$ cat config.mk
export PLATFORM = sky130hd
export DESIGN_NAME = bitmask_sprite_row_blitter
export DESIGN_NICKNAME = d
export VERILOG_FILES = /design/src/sv/bsrb_pkg.sv /design/src/sv/bsrb_scan.sv /design/src/sv/bsrb_outbuf.sv /design/src/sv/bitmask_sprite_row_blitter.sv
export SDC_FILE = /design/constraint.sdc
export NUM_CORES = 1
export LEC_CHECK = 0
export BUFFER_PORTS_ARGS = -buffer_cell sky130_fd_sc_hd__buf_4
export CAP_MARGIN = 20
export CORE_ASPECT_RATIO = 1.2
export CORE_MARGIN = 3
export CORE_UTILIZATION = 33
export CTS_BUF_LIST = sky130_fd_sc_hd__clkbuf_16
export CTS_CLUSTER_SIZE = 16
export DETAILED_ROUTE_END_ITERATION = 16
export PLACE_DENSITY = 0.54
export SKIP_LAST_GASP = 1
export SLEW_MARGIN = 20
export SYNTH_ARGS = -nofsm -noshare
export SYNTH_HDL_FRONTEND = slang
export SYNTH_HIERARCHICAL = 1
export SYNTH_SLANG_ARGS = --single-unit
$ cat constraint.sdc
create_clock -name clk -period 10.93 [get_ports clk]
set_input_delay 1.093 -clock clk [delete_from_list [all_inputs] [get_ports clk]]
set_output_delay 1.093 -clock clk [all_outputs]
set_load 0.02 [all_outputs]
$ cat src/sv/bsrb_pkg.sv
`timescale 1ns / 1ps
// ----------------------------------------------------------------------------
// Sprite row blitter package
// Shared widths, register indexes, reset values and the pixel step type.
// ----------------------------------------------------------------------------
package bsrb_pkg;

  localparam int MASK_W     = 64;
  localparam int COORD_W    = 12;
  localparam int IN_DATA_W  = 88;
  localparam int OUT_POS_W  = 10;
  localparam int CHAR_W     = 8;
  localparam int OUT_DATA_W = 32;
  localparam int DIM_W      = 13;
  localparam int CFG_DIM_W  = 11;
  localparam int CFG_SPW_W  = 7;
  localparam int CFG_IDX_W  = 3;
  localparam int CFG_DATA_W = 11;

  localparam int DEF_MAX_SPRITE_WIDTH = 64;
  localparam int DEF_MAX_SCREEN_DIM   = 1024;

  localparam logic [CFG_IDX_W-1:0] REG_SCREEN_WIDTH  = 3'd0;
  localparam logic [CFG_IDX_W-1:0] REG_SCREEN_HEIGHT = 3'd1;
  localparam logic [CFG_IDX_W-1:0] REG_SPRITE_WIDTH  = 3'd2;
  localparam logic [CFG_IDX_W-1:0] REG_ON_CHAR       = 3'd3;
  localparam logic [CFG_IDX_W-1:0] REG_OFF_CHAR      = 3'd4;
  localparam logic [CFG_IDX_W-1:0] REG_DRAW_MODE     = 3'd5;

  localparam logic [CFG_DIM_W-1:0] RST_SCREEN_WIDTH  = 11'd80;
  localparam logic [CFG_DIM_W-1:0] RST_SCREEN_HEIGHT = 11'd25;
  localparam logic [CFG_SPW_W-1:0] RST_SPRITE_WIDTH  = 7'd8;
  localparam logic [CHAR_W-1:0]    RST_ON_CHAR       = 8'd35;
  localparam logic [CHAR_W-1:0]    RST_OFF_CHAR      = 8'd32;

  typedef struct packed {
    logic                 emit;
    logic                 row_end;
    logic [OUT_POS_W-1:0] row;
    logic [OUT_POS_W-1:0] col;
    logic [CHAR_W-1:0]    chr;
  } pix_step_t;

endpackage

$ cat src/sv/bsrb_scan.sv
`timescale 1ns / 1ps
// ----------------------------------------------------------------------------
// Sprite row bit scanner
// Shifts out one row mask bit per unstalled cycle, walks the column and clips.
// ----------------------------------------------------------------------------
module bsrb_scan #(
  parameter int MAX_SPRITE_WIDTH = bsrb_pkg::DEF_MAX_SPRITE_WIDTH
) (
  input  logic                                 clk,
  input  logic                                 rst_n,
  input  logic                                 start,
  output logic                                 idle,
  input  logic [bsrb_pkg::MASK_W-1:0]          row_bits,
  input  logic [bsrb_pkg::COORD_W-1:0]         screen_row,
  input  logic [bsrb_pkg::COORD_W-1:0]         start_col,
  input  logic [bsrb_pkg::DIM_W-1:0]           scr_w,
  input  logic [bsrb_pkg::DIM_W-1:0]           scr_h,
  input  logic [bsrb_pkg::CFG_SPW_W-1:0]       spr_w,
  input  logic [bsrb_pkg::CHAR_W-1:0]          on_char,
  input  logic [bsrb_pkg::CHAR_W-1:0]          off_char,
  input  logic                                 draw_mode,
  input  logic                                 step_ready,
  output bsrb_pkg::pix_step_t                  step
);
  import bsrb_pkg::*;

  localparam int IDX_W = (MAX_SPRITE_WIDTH > 1) ? $clog2(MAX_SPRITE_WIDTH) : 1;

  typedef enum logic [2:0] {
    ST_IDLE  = 3'b001,
    ST_SCAN  = 3'b010,
    ST_FLUSH = 3'b100
  } scan_state_t;

  scan_state_t                 state_r, state_nxt;
  logic [MAX_SPRITE_WIDTH-1:0] mask_r, mask_nxt;
  logic [CFG_SPW_W-1:0]        cnt_r, cnt_nxt;
  logic [COORD_W:0]            col_r, col_nxt;
  logic [OUT_POS_W-1:0]        row_r, row_nxt;
  logic [CFG_SPW_W-1:0]        w_eff;
  logic [CFG_SPW_W-1:0]        w_m1;
  logic                        bit_cur;
  logic                        col_in;
  logic                        row_in;

  assign w_eff = (spr_w > CFG_SPW_W'(MAX_SPRITE_WIDTH)) ? CFG_SPW_W'(MAX_SPRITE_WIDTH) : spr_w;
  assign w_m1    = w_eff - 1'b1;
  assign bit_cur = mask_r[w_m1[IDX_W-1:0]];
  assign col_in  = !col_r[COORD_W] && ({1'b0, col_r[COORD_W-1:0]} < scr_w);
  assign row_in  = !screen_row[COORD_W-1]
                   && ({2'b00, screen_row[COORD_W-2:0]} < scr_h);
  assign idle    = (state_r == ST_IDLE);

  always_comb begin
    step         = '0;
    step.row     = row_r;
    step.col     = col_r[OUT_POS_W-1:0];
    step.chr     = (draw_mode && bit_cur) ? off_char : on_char;
    step.emit    = (state_r == ST_SCAN) && col_in && (draw_mode || bit_cur);
    step.row_end = (state_r == ST_FLUSH);
  end

  always_comb begin
    state_nxt = state_r;
    mask_nxt  = mask_r;
    cnt_nxt   = cnt_r;
    col_nxt   = col_r;
    row_nxt   = row_r;
    case (state_r)
      ST_IDLE: begin
        if (start) begin
          mask_nxt  = row_bits[MAX_SPRITE_WIDTH-1:0];
          cnt_nxt   = w_eff;
          col_nxt   = {start_col[COORD_W-1], start_col};
          row_nxt   = screen_row[OUT_POS_W-1:0];
          state_nxt = (row_in && (w_eff != '0)) ? ST_SCAN : ST_FLUSH;
        end
      end
      ST_SCAN: begin
        if (step_ready) begin
          mask_nxt = mask_r << 1;
          col_nxt  = col_r + 1'b1;
          cnt_nxt  = cnt_r - 1'b1;
          if (cnt_r == CFG_SPW_W'(1)) begin
            state_nxt = ST_FLUSH;
          end
        end
      end
      ST_FLUSH: begin
        if (step_ready) begin
          state_nxt = ST_IDLE;
        end
      end
      default: begin
        state_nxt = ST_IDLE;
      end
    endcase
  end

  always_ff @(posedge clk) begin
    if (!rst_n) begin
      state_r <= ST_IDLE;
    end else begin
      state_r <= state_nxt;
    end
  end

  always_ff @(posedge clk) begin
    mask_r <= mask_nxt;
    cnt_r  <= cnt_nxt;
    col_r  <= col_nxt;
    row_r  <= row_nxt;
  end

endmodule

$ cat src/sv/bsrb_outbuf.sv
`timescale 1ns / 1ps
// ----------------------------------------------------------------------------
// Sprite row write buffer
// Holds back one write until the next one or the row end shows whether it
// is the last of its row, then presents it on the output register.
// ----------------------------------------------------------------------------
module bsrb_outbuf (
  input  logic                                 clk,
  input  logic                                 rst_n,
  input  bsrb_pkg::pix_step_t                  step,
  output logic                                 step_ready,
  output logic                                 out_tvalid,
  input  logic                                 out_tready,
  output logic [bsrb_pkg::OUT_DATA_W-1:0]      out_tdata,
  output logic                                 out_tlast
);
  import bsrb_pkg::*;

  logic                 pend_v_r, pend_v_nxt;
  logic [OUT_POS_W-1:0] pend_row_r, pend_row_nxt;
  logic [OUT_POS_W-1:0] pend_col_r, pend_col_nxt;
  logic [CHAR_W-1:0]    pend_chr_r, pend_chr_nxt;
  logic                 out_v_r, out_v_nxt;
  logic [OUT_POS_W-1:0] out_row_r, out_row_nxt;
  logic [OUT_POS_W-1:0] out_col_r, out_col_nxt;
  logic [CHAR_W-1:0]    out_chr_r, out_chr_nxt;
  logic                 out_last_r, out_last_nxt;
  logic                 out_free;
  logic                 fire;

  assign out_free   = !out_v_r || out_tready;
  assign step_ready = !pend_v_r || out_free;
  assign fire       = step_ready && (step.emit || step.row_end);

  always_comb begin
    pend_v_nxt   = pend_v_r;
    pend_row_nxt = pend_row_r;
    pend_col_nxt = pend_col_r;
    pend_chr_nxt = pend_chr_r;
    out_v_nxt    = out_v_r && !out_tready;
    out_row_nxt  = out_row_r;
    out_col_nxt  = out_col_r;
    out_chr_nxt  = out_chr_r;
    out_last_nxt = out_last_r;
    if (fire) begin
      if (pend_v_r) begin
        out_v_nxt    = 1'b1;
        out_row_nxt  = pend_row_r;
        out_col_nxt  = pend_col_r;
        out_chr_nxt  = pend_chr_r;
        out_last_nxt = step.row_end;
      end
      pend_v_nxt = step.emit;
      if (step.emit) begin
        pend_row_nxt = step.row;
        pend_col_nxt = step.col;
        pend_chr_nxt = step.chr;
      end
    end
  end

  always_ff @(posedge clk) begin
    if (!rst_n) begin
      pend_v_r <= 1'b0;
      out_v_r  <= 1'b0;
    end else begin
      pend_v_r <= pend_v_nxt;
      out_v_r  <= out_v_nxt;
    end
  end

  always_ff @(posedge clk) begin
    pend_row_r <= pend_row_nxt;
    pend_col_r <= pend_col_nxt;
    pend_chr_r <= pend_chr_nxt;
    out_row_r  <= out_row_nxt;
    out_col_r  <= out_col_nxt;
    out_chr_r  <= out_chr_nxt;
    out_last_r <= out_last_nxt;
  end

  assign out_tvalid = out_v_r;
  assign out_tlast  = out_last_r;
  assign out_tdata  = {{(OUT_DATA_W - 2 * OUT_POS_W - CHAR_W){1'b0}},
                       out_chr_r, out_col_r, out_row_r};

endmodule

$ cat src/sv/bitmask_sprite_row_blitter.sv
`timescale 1ns / 1ps
// A row is accepted, then scanned for the sprite width, one mask bit per
// cycle while the output does not stall, then closed; its last write is held
// in the write buffer until the row end, then registered at the output.
// A new row is accepted only while the bit scanner is idle; a row off the
// screen vertically or of zero width is closed without a scan.
// Reset: synchronous, active low; control registers return to their defaults.
// ----------------------------------------------------------------------------
// Bitmask sprite row blitter
// Turns one-bit sprite rows into clipped character framebuffer writes.
// ----------------------------------------------------------------------------
module bitmask_sprite_row_blitter #(
  parameter int MAX_SPRITE_WIDTH = bsrb_pkg::DEF_MAX_SPRITE_WIDTH,
  parameter int MAX_SCREEN_DIM   = bsrb_pkg::DEF_MAX_SCREEN_DIM
) (
  input  logic                                 clk,
  input  logic                                 rst_n,
  input  logic                                 in_tvalid,
  output logic                                 in_tready,
  // row_bits[63:0], screen_row[75:64], start_col[87:76]
  input  logic [bsrb_pkg::IN_DATA_W-1:0]       in_tdata,
  output logic                                 out_tvalid,
  input  logic                                 out_tready,
  // out_row[9:0], out_col[19:10], out_char[27:20], zero fill above
  output logic [bsrb_pkg::OUT_DATA_W-1:0]      out_tdata,
  output logic                                 out_tlast,
  input  logic                                 cfg_valid,
  output logic                                 cfg_ready,
  input  logic [bsrb_pkg::CFG_IDX_W-1:0]       cfg_index,
  input  logic [bsrb_pkg::CFG_DATA_W-1:0]      cfg_data
);
  import bsrb_pkg::*;

  logic [CFG_DIM_W-1:0] scr_w_r;
  logic [CFG_DIM_W-1:0] scr_h_r;
  logic [CFG_SPW_W-1:0] spr_w_r;
  logic [CHAR_W-1:0]    on_char_r;
  logic [CHAR_W-1:0]    off_char_r;
  logic                 mode_r;
  logic [DIM_W-1:0]     scr_w_sat;
  logic [DIM_W-1:0]     scr_h_sat;
  logic                 scan_idle;
  logic                 step_ready;
  pix_step_t            step;

  assign cfg_ready = 1'b1;

  always_ff @(posedge clk) begin
    if (!rst_n) begin
      scr_w_r    <= RST_SCREEN_WIDTH;
      scr_h_r    <= RST_SCREEN_HEIGHT;
      spr_w_r    <= RST_SPRITE_WIDTH;
      on_char_r  <= RST_ON_CHAR;
      off_char_r <= RST_OFF_CHAR;
      mode_r     <= 1'b0;
    end else if (cfg_valid) begin
      case (cfg_index)
        REG_SCREEN_WIDTH:  scr_w_r    <= cfg_data;
        REG_SCREEN_HEIGHT: scr_h_r    <= cfg_data;
        REG_SPRITE_WIDTH:  spr_w_r    <= cfg_data[CFG_SPW_W-1:0];
        REG_ON_CHAR:       on_char_r  <= cfg_data[CHAR_W-1:0];
        REG_OFF_CHAR:      off_char_r <= cfg_data[CHAR_W-1:0];
        REG_DRAW_MODE:     mode_r     <= cfg_data[0];
        default: begin
        end
      endcase
    end
  end

  assign scr_w_sat = (DIM_W'(scr_w_r) > DIM_W'(MAX_SCREEN_DIM)) ? DIM_W'(MAX_SCREEN_DIM)
                                                                 : DIM_W'(scr_w_r);
  assign scr_h_sat = (DIM_W'(scr_h_r) > DIM_W'(MAX_SCREEN_DIM)) ? DIM_W'(MAX_SCREEN_DIM)
                                                                 : DIM_W'(scr_h_r);

  assign in_tready = scan_idle;

  bsrb_scan #(
    .MAX_SPRITE_WIDTH(MAX_SPRITE_WIDTH)
  ) u_scan (
    .clk       (clk),
    .rst_n     (rst_n),
    .start     (in_tvalid),
    .idle      (scan_idle),
    .row_bits  (in_tdata[MASK_W-1:0]),
    .screen_row(in_tdata[MASK_W+COORD_W-1:MASK_W]),
    .start_col (in_tdata[MASK_W+2*COORD_W-1:MASK_W+COORD_W]),
    .scr_w     (scr_w_sat),
    .scr_h     (scr_h_sat),
    .spr_w     (spr_w_r),
    .on_char   (on_char_r),
    .off_char  (off_char_r),
    .draw_mode (mode_r),
    .step_ready(step_ready),
    .step      (step)
  );

  bsrb_outbuf u_outbuf (
    .clk       (clk),
    .rst_n     (rst_n),
    .step      (step),
    .step_ready(step_ready),
    .out_tvalid(out_tvalid),
    .out_tready(out_tready),
    .out_tdata (out_tdata),
    .out_tlast (out_tlast)
  );

endmodule
==> flow_summary.toml, run 1 <==
[placed_design]
hpwl_um = 15200
portBuffers = 137
place_congestion = 0.730

[clock_network]
clk_pin_slew_worst_paths_ps = 70
tritoncts = "yes"
root_buffer = "clkbuf_16"
clk_latency_ps = 510
htree_num_levels = 1
hold_buffers = 0
cts.repair.resized = 0
numClockSinks = 202
clk_path_buf_depth = 3
postCtsSetupRepairBufs = 0
cts-buffers-inserted = 22

[worst_setup_path]
critPathMaxFanout = 29
cp.arrival_ps = 4780
critical_path_class = "register to register"
cp-end-kind = "register"
start_kind = "register"
crit_required_ps = 11080

[drt]
drc = 0
drtIter0Drc = 235
wl_um = 21500
wl_per_cell_um = 16.0
ant_nets = 0
vias = 6202
first_pass_iters = 4
via_per_inst = 4.60

[global_routing]
grt_max_degree = 97
antenna_found_initial = 0
grt_overflow = 0
grt_pass1_vias = 6219
grt_pass1_wl_um = 33400
track_usage_pct = 13.5

[floorplanning]
die-area_sq_um = 31200
fp.dieH_um = 193
die_x_um = 162
io_pins = 143
coreArea_sq_um = 28300
initial_core_util_pct = 33.9
row_count = 67

[power]
max-vdd-ir-drop_v = 0.0000817
p_sw_mw = 0.400
pwr-share-seq_pct = 50.1
p_sw_share_pct = 22.5
p_int_mw = 1.38
pwr-share-clk_pct = 41.5
report.power.total_mw = 1.78
combPwrFrac_pct = 8.4
powerDensity_nw_per_um2 = 153
power_leakage_nw = 4.82

[sta]
worst_pin_slew_ps = 1020
setup_viol = 0
finalCriticalPeriod_ps = 4640
tns_ps = 0
finalCritPeriodShare_pct = 42.4
fin_skew_ps = 20.4
hold_viol = 0
rsz0062_at_grt = "no"
final_max_slew_viol_count = 0
slew_headroom_pct = 31.4
max_freq_mhz = 216

[logic_synthesis]
ys_seq_elements = 202
synth_ff_type = "edfxtp_1"
synth_cell_types = 62
ys_top_cells_by_area = "edfxtp_1 (47%), dfxtp_1 (11%), nand2_1 (10%), mux2i_1 (5.6%), ha_1 (3.4%)"
synth-seq-area-share_pct = 57.9
syn_area_per_cell_sq_um = 11.5
synth_edf_count = 151
yosysMostFrequentCell = "nand2_1"
yosysTopAreaCellShare_pct = 47.3
ys_warn_count = 6
yosysTopAreaCell = "edfxtp_1"
mappedNetlistArea_sq_um = 9590
ys_top_cells_by_count = "nand2_1 (263), edfxtp_1 (151), mux2i_1 (54), dfxtp_1 (51), nor2b_1 (42)"
syn-instance-count = 832
synthArstFlopShare_pct = 0

[final_layout]
nets = 1086
syn_to_final_growth_pct = 20.9
diodes = 0
drive_above_1_share_pct = 21.5

[run]
max-cap-violations = 0

[status]
outcome = "completed"

[hold_path]
hp-class = "register to register"
## placed cells by master, fill, tap and decap left out, types with 22 or more instances in the layout
| cell type | instances |
|---|---|
| clkbuf_16 | 22 |
| inv_1 | 34 |
| buf_4 | 143 |
| ha_1 | 26 |
| edfxtp_1 | 151 |
| o21ai_0 | 22 |
| nor2b_1 | 42 |
| nand2_1 | 262 |
| mux2i_1 | 54 |
| dfxtp_1 | 51 |
## power groups by stage
stage          clock network, mW  logic [mW]  registers [mW]
3_5_place_dp                   0       0.152           0.907
5_1_grt                    0.786       0.167           0.894
2_1_floorplan                  0      0.0999           0.896
6_report                   0.737       0.149           0.890
4_1_cts                    0.761       0.152           0.891
3_3_place_gp                   0       0.149           0.908
## through the flow
stage          std cells  cell area [sq um]  worst slack (ps)  hold slack (ps)  utilization [%]
2_1_floorplan        839               9620              5990              400                -
3_3_place_gp        1308              10900              6330              402             38.5
3_5_place_dp        1308              10900              6260              405             38.5
4_1_cts             1347              11600              6230              418             41.0
5_1_grt             1347              11600              5880              422             41.0
6_report            1347              11600              6290              417             41.0
## worst paths after layout
path / from / slack (ps) / end / depth (start not counted)
setup / recovery: spr_w_r[6]$_SDFFE_PN0P_ / 6290 / u_outbuf/out_row_r[9]$_DFFE_PP_ / 12
setup reg to reg: spr_w_r[6]$_SDFFE_PN0P_ / 6290 / u_outbuf/out_row_r[9]$_DFFE_PP_ / 12
hold reg to reg: u_outbuf/pend_col_r[2]$_DFFE_PP_ / 420 / u_outbuf/out_col_r[2]$_DFFE_PP_ / 0
hold / removal: u_outbuf/pend_col_r[2]$_DFFE_PP_ / 420 / u_outbuf/out_col_r[2]$_DFFE_PP_ / 0
## cell type report
cell class | instances | area (sq um)
well taps | 379 | 474
flip-flops and latches | 202 | 5560
fillers | 2785 | 16700
repair buffers | 143 | 1070
inverters | 28 | 105
clock inverters | 17 | 161
multi-input cells | 556 | 3670
clock buffers | 22 | 551
## critical path, stage by stage (launching register included)
cell	delay (ps)
dfxtp_1	450
or2b_2	470
ha_1	340
xnor2_4	550
mux4_2	320
mux2i_1	60
and3_2	210
nor4_1	590
o21ai_0	230
a211oi_1	360
o21ai_0	190
nor2_2	100
buf_4	370
## cell families (layout without fill, tap and decap cells)
group                    count (synthesis)  after routing  synth area share (%)
AO/OA/AOI/OAI                           57             57                  3.85
XOR/XNOR                                17             17                  1.75
adder cells (fa/ha/maj)                 26             26                  3.39
buffers and inverters                   81            210                  4.34
flip-flops                             202            202                  57.9
multiplexers                            82             82                  11.4
other                                    3             10                 0.117
AND/OR/NAND/NOR                        364            364                  17.2
## flip-flops by register name, summed over array words and instances (netlist names), 8 cells and up
signal               flops
u_scan/mask_r           64
on_char_r                8
scr_w_r                 11
u_scan/row_r            10
u_outbuf/out_chr_r       8
u_scan/col_r            13
u_outbuf/pend_chr_r      8
off_char_r               8
scr_h_r                 11
u_outbuf/pend_col_r     10
u_outbuf/pend_row_r     10
u_outbuf/out_col_r      10
u_outbuf/out_row_r      10
## layer usage
layer  GRT usage (%)  wire, um
met5               0         0
met4            2.99       322
met3            2.45      1290
met2            24.3     10600
met1            16.9      9310
No activity file was read; power rests on OpenSTA's default activity.
==> inputs of run 2 (changes only) <==
Settings changed: PLACE_DENSITY 0.54 to 0.56.
Clock period 10.93 ns to 4.2 ns, I/O delays scaled along.
==> run 2 against run 1 <==
Effect of this change: sequential share of layout area fell by 0.46 points; sequential power rose to 2.6 times the previous value; worst hold slack got worse by 310 ps; final cell count rose by 0.74%; fmax rose by 20%; via count fell by 0.35%; largest power group unchanged; critical path depth did not move; critical endpoint is now u_outbuf/out_col_r[2]$_DFFE_PP_; worst setup slack got worse by 6000 ps.
==> flow_summary.toml, run 2 (synthesis gave the netlist of run 1 again) <==
[status]
outcome = "completed"

[global_routing]
grt_overflow = 0
antenna_found_initial = 1
grt_pass1_wl_um = 34300
track_usage_pct = 13.9
grt_max_degree = 96
grt_pass1_vias = 6291

[placed_design]
hpwl_um = 15900
place_congestion = 0.754
placed_cell_area_sq_um = 11000
portBuffers = 137

[worst_setup_path]
critPathMaxFanout = 29
path_cells = "or2b_2 -> buf_4 -> ha_2 -> mux4_2 -> nor2b_1 -> a2111oi_0 -> nor4_1 -> o21ai_0 -> a211oi_1 -> o21ai_0 -> nor2_4 -> buf_12"
critPathTopFamily = "compound AO/OA/AOI/OAI gates"
cpMaxStageDelayCell = "mux4_2"
cp-end-kind = "register"
worstPathBufferInverterCount = 2
cp_common_cell = "o21ai_0"
critical_path_class = "register to register"
crit_required_ps = 4440
start_kind = "register"
slowest_delay_ps = 550
cp.arrival_ps = 4110

[clock_network]
clk_latency_ps = 500
numClockSinks = 202
clk_path_buf_depth = 3
cts-buffers-inserted = 22
root_buffer = "clkbuf_16"
tritoncts = "yes"
htree_num_levels = 1
clk_pin_slew_worst_paths_ps = 60

[hold_path]
hp-class = "input pin to register"

[final_layout]
top_regs = "u_scan/mask_r: 64 flops, u_scan/col_r: 13 flops"
layout_commonest_cell = "nand2_1"
nets = 1095
n_fill_cell = 2764
largest_register_ffs = 64
diodes = 0
syn_to_final_growth_pct = 22.1
drive_above_1_share_pct = 22.8
most-common-layout-cells = "nand2_1 (262), edfxtp_1 (151), buf_4 (150)"
largest-register = "u_scan/mask_r"
design_area_sq_um = 11700

[drt]
ant_nets = 0
drtIter0Drc = 323
drc = 0
first_pass_iters = 4
wl_met2_um = 10700
topRoutingLayerUsed = "met5"
vias = 6180
met3_length_um = 1250
wl_per_cell_um = 16.0
met1_length_um = 9570
via_per_inst = 4.55
wl_um = 21700

[power]
combPwrFrac_pct = 8.7
powerDensity_nw_per_um2 = 395
power_leakage_nw = 4.86
p_int_mw = 3.57
max-vdd-ir-drop_v = 0.000274
p_sw_mw = 1.05
report.power.total_mw = 4.62
pwr-share-clk_pct = 41.2
p_sw_share_pct = 22.8
pwr-share-seq_pct = 50.1

[run]
max-cap-violations = 0

[sta]
max_freq_mhz = 258
setup_viol = 0
slew_headroom_pct = 31.3
finalCriticalPeriod_ps = 3870
fin_skew_ps = 11.4
finalCritPeriodShare_pct = 92.2
final_max_slew_viol_count = 0
hold_viol = 0
rsz0062_at_grt = "no"
worst_pin_slew_ps = 1030
tns_ps = 0

[floorplanning]
initial_core_util_pct = 33.9
row_count = 67
fp.dieH_um = 193
die_x_um = 162
coreArea_sq_um = 28300
die-area_sq_um = 31200
io_pins = 143
==> run 2: repair_timing <==
action | CTS | global route
setup endpoints to repair | 0 | 49
gates resized for setup | 0 | 1
hold buffers | 0 | 0
setup buffers | 0 | 3
==> run 2: worst paths after layout <==
check                                         from                              end  slack, ps  cells after the start
hold reg to reg   u_outbuf/pend_col_r[2]$_DFFE_PP_  u_outbuf/out_col_r[2]$_DFFE_PP_        420                      0
setup / recovery           spr_w_r[6]$_SDFFE_PN0P_  u_outbuf/out_col_r[2]$_DFFE_PP_        330                     12
hold / removal                        in_tdata[68]        u_scan/row_r[4]$_DFFE_PP_        110                      1
setup reg to reg           spr_w_r[6]$_SDFFE_PN0P_  u_outbuf/out_col_r[2]$_DFFE_PP_        330                     12
==> run 2: area by class of cell <==
cell class	instances	area [sq um]	share of cell area, %
Clock buffer	23	576	4.92
Clock inverter	17	141	1.21
Inverter	28	105	0.898
Multi-Input combinational cell	556	3690	31.5
Sequential cell	202	5560	47.5
Tap cell	379	474	4.05
Timing Repair Buffer	152	1170	9.96
==> run 2: metal layers <==
metal	GRT usage (%)	up-vias
met1	18.1	2876
met2	24.2	159
met4	2.89	2
li1	-	3115
met3	2.60	28
met5	0	-
==> run 2: power groups by stage <==
stage	Sequential [mW]	Clock [mW]	Combinational, mW
3_3_place_gp	2.36	0	0.399
5_1_grt	2.33	2.06	0.452
2_1_floorplan	2.33	0	0.260
6_report	2.32	1.91	0.402
3_5_place_dp	2.36	0	0.406
4_1_cts	2.32	1.97	0.407
==> run 2: worst register-to-register path: cells and delay by family (launching register included) <==
family	cells	cell delay, ps
multiplexers	1	550
adder cells (fa/ha/maj)	1	510
flip-flops	1	400
buffers and inverters	2	360
AO/OA/AOI/OAI	4	1100
AND/OR/NAND/NOR	4	680
==> run 2: through the flow <==
step                utilization (%)  hold slack, ps  std cells  setup WS [ps]
global placement               38.8             402       1314            249
CTS                            41.3            86.5       1354            169
finish                         41.4             111       1357            329
detailed placement             38.8             405       1314            192
floorplan                         -             400        839           87.7
global route                   41.4            86.0       1357           15.6
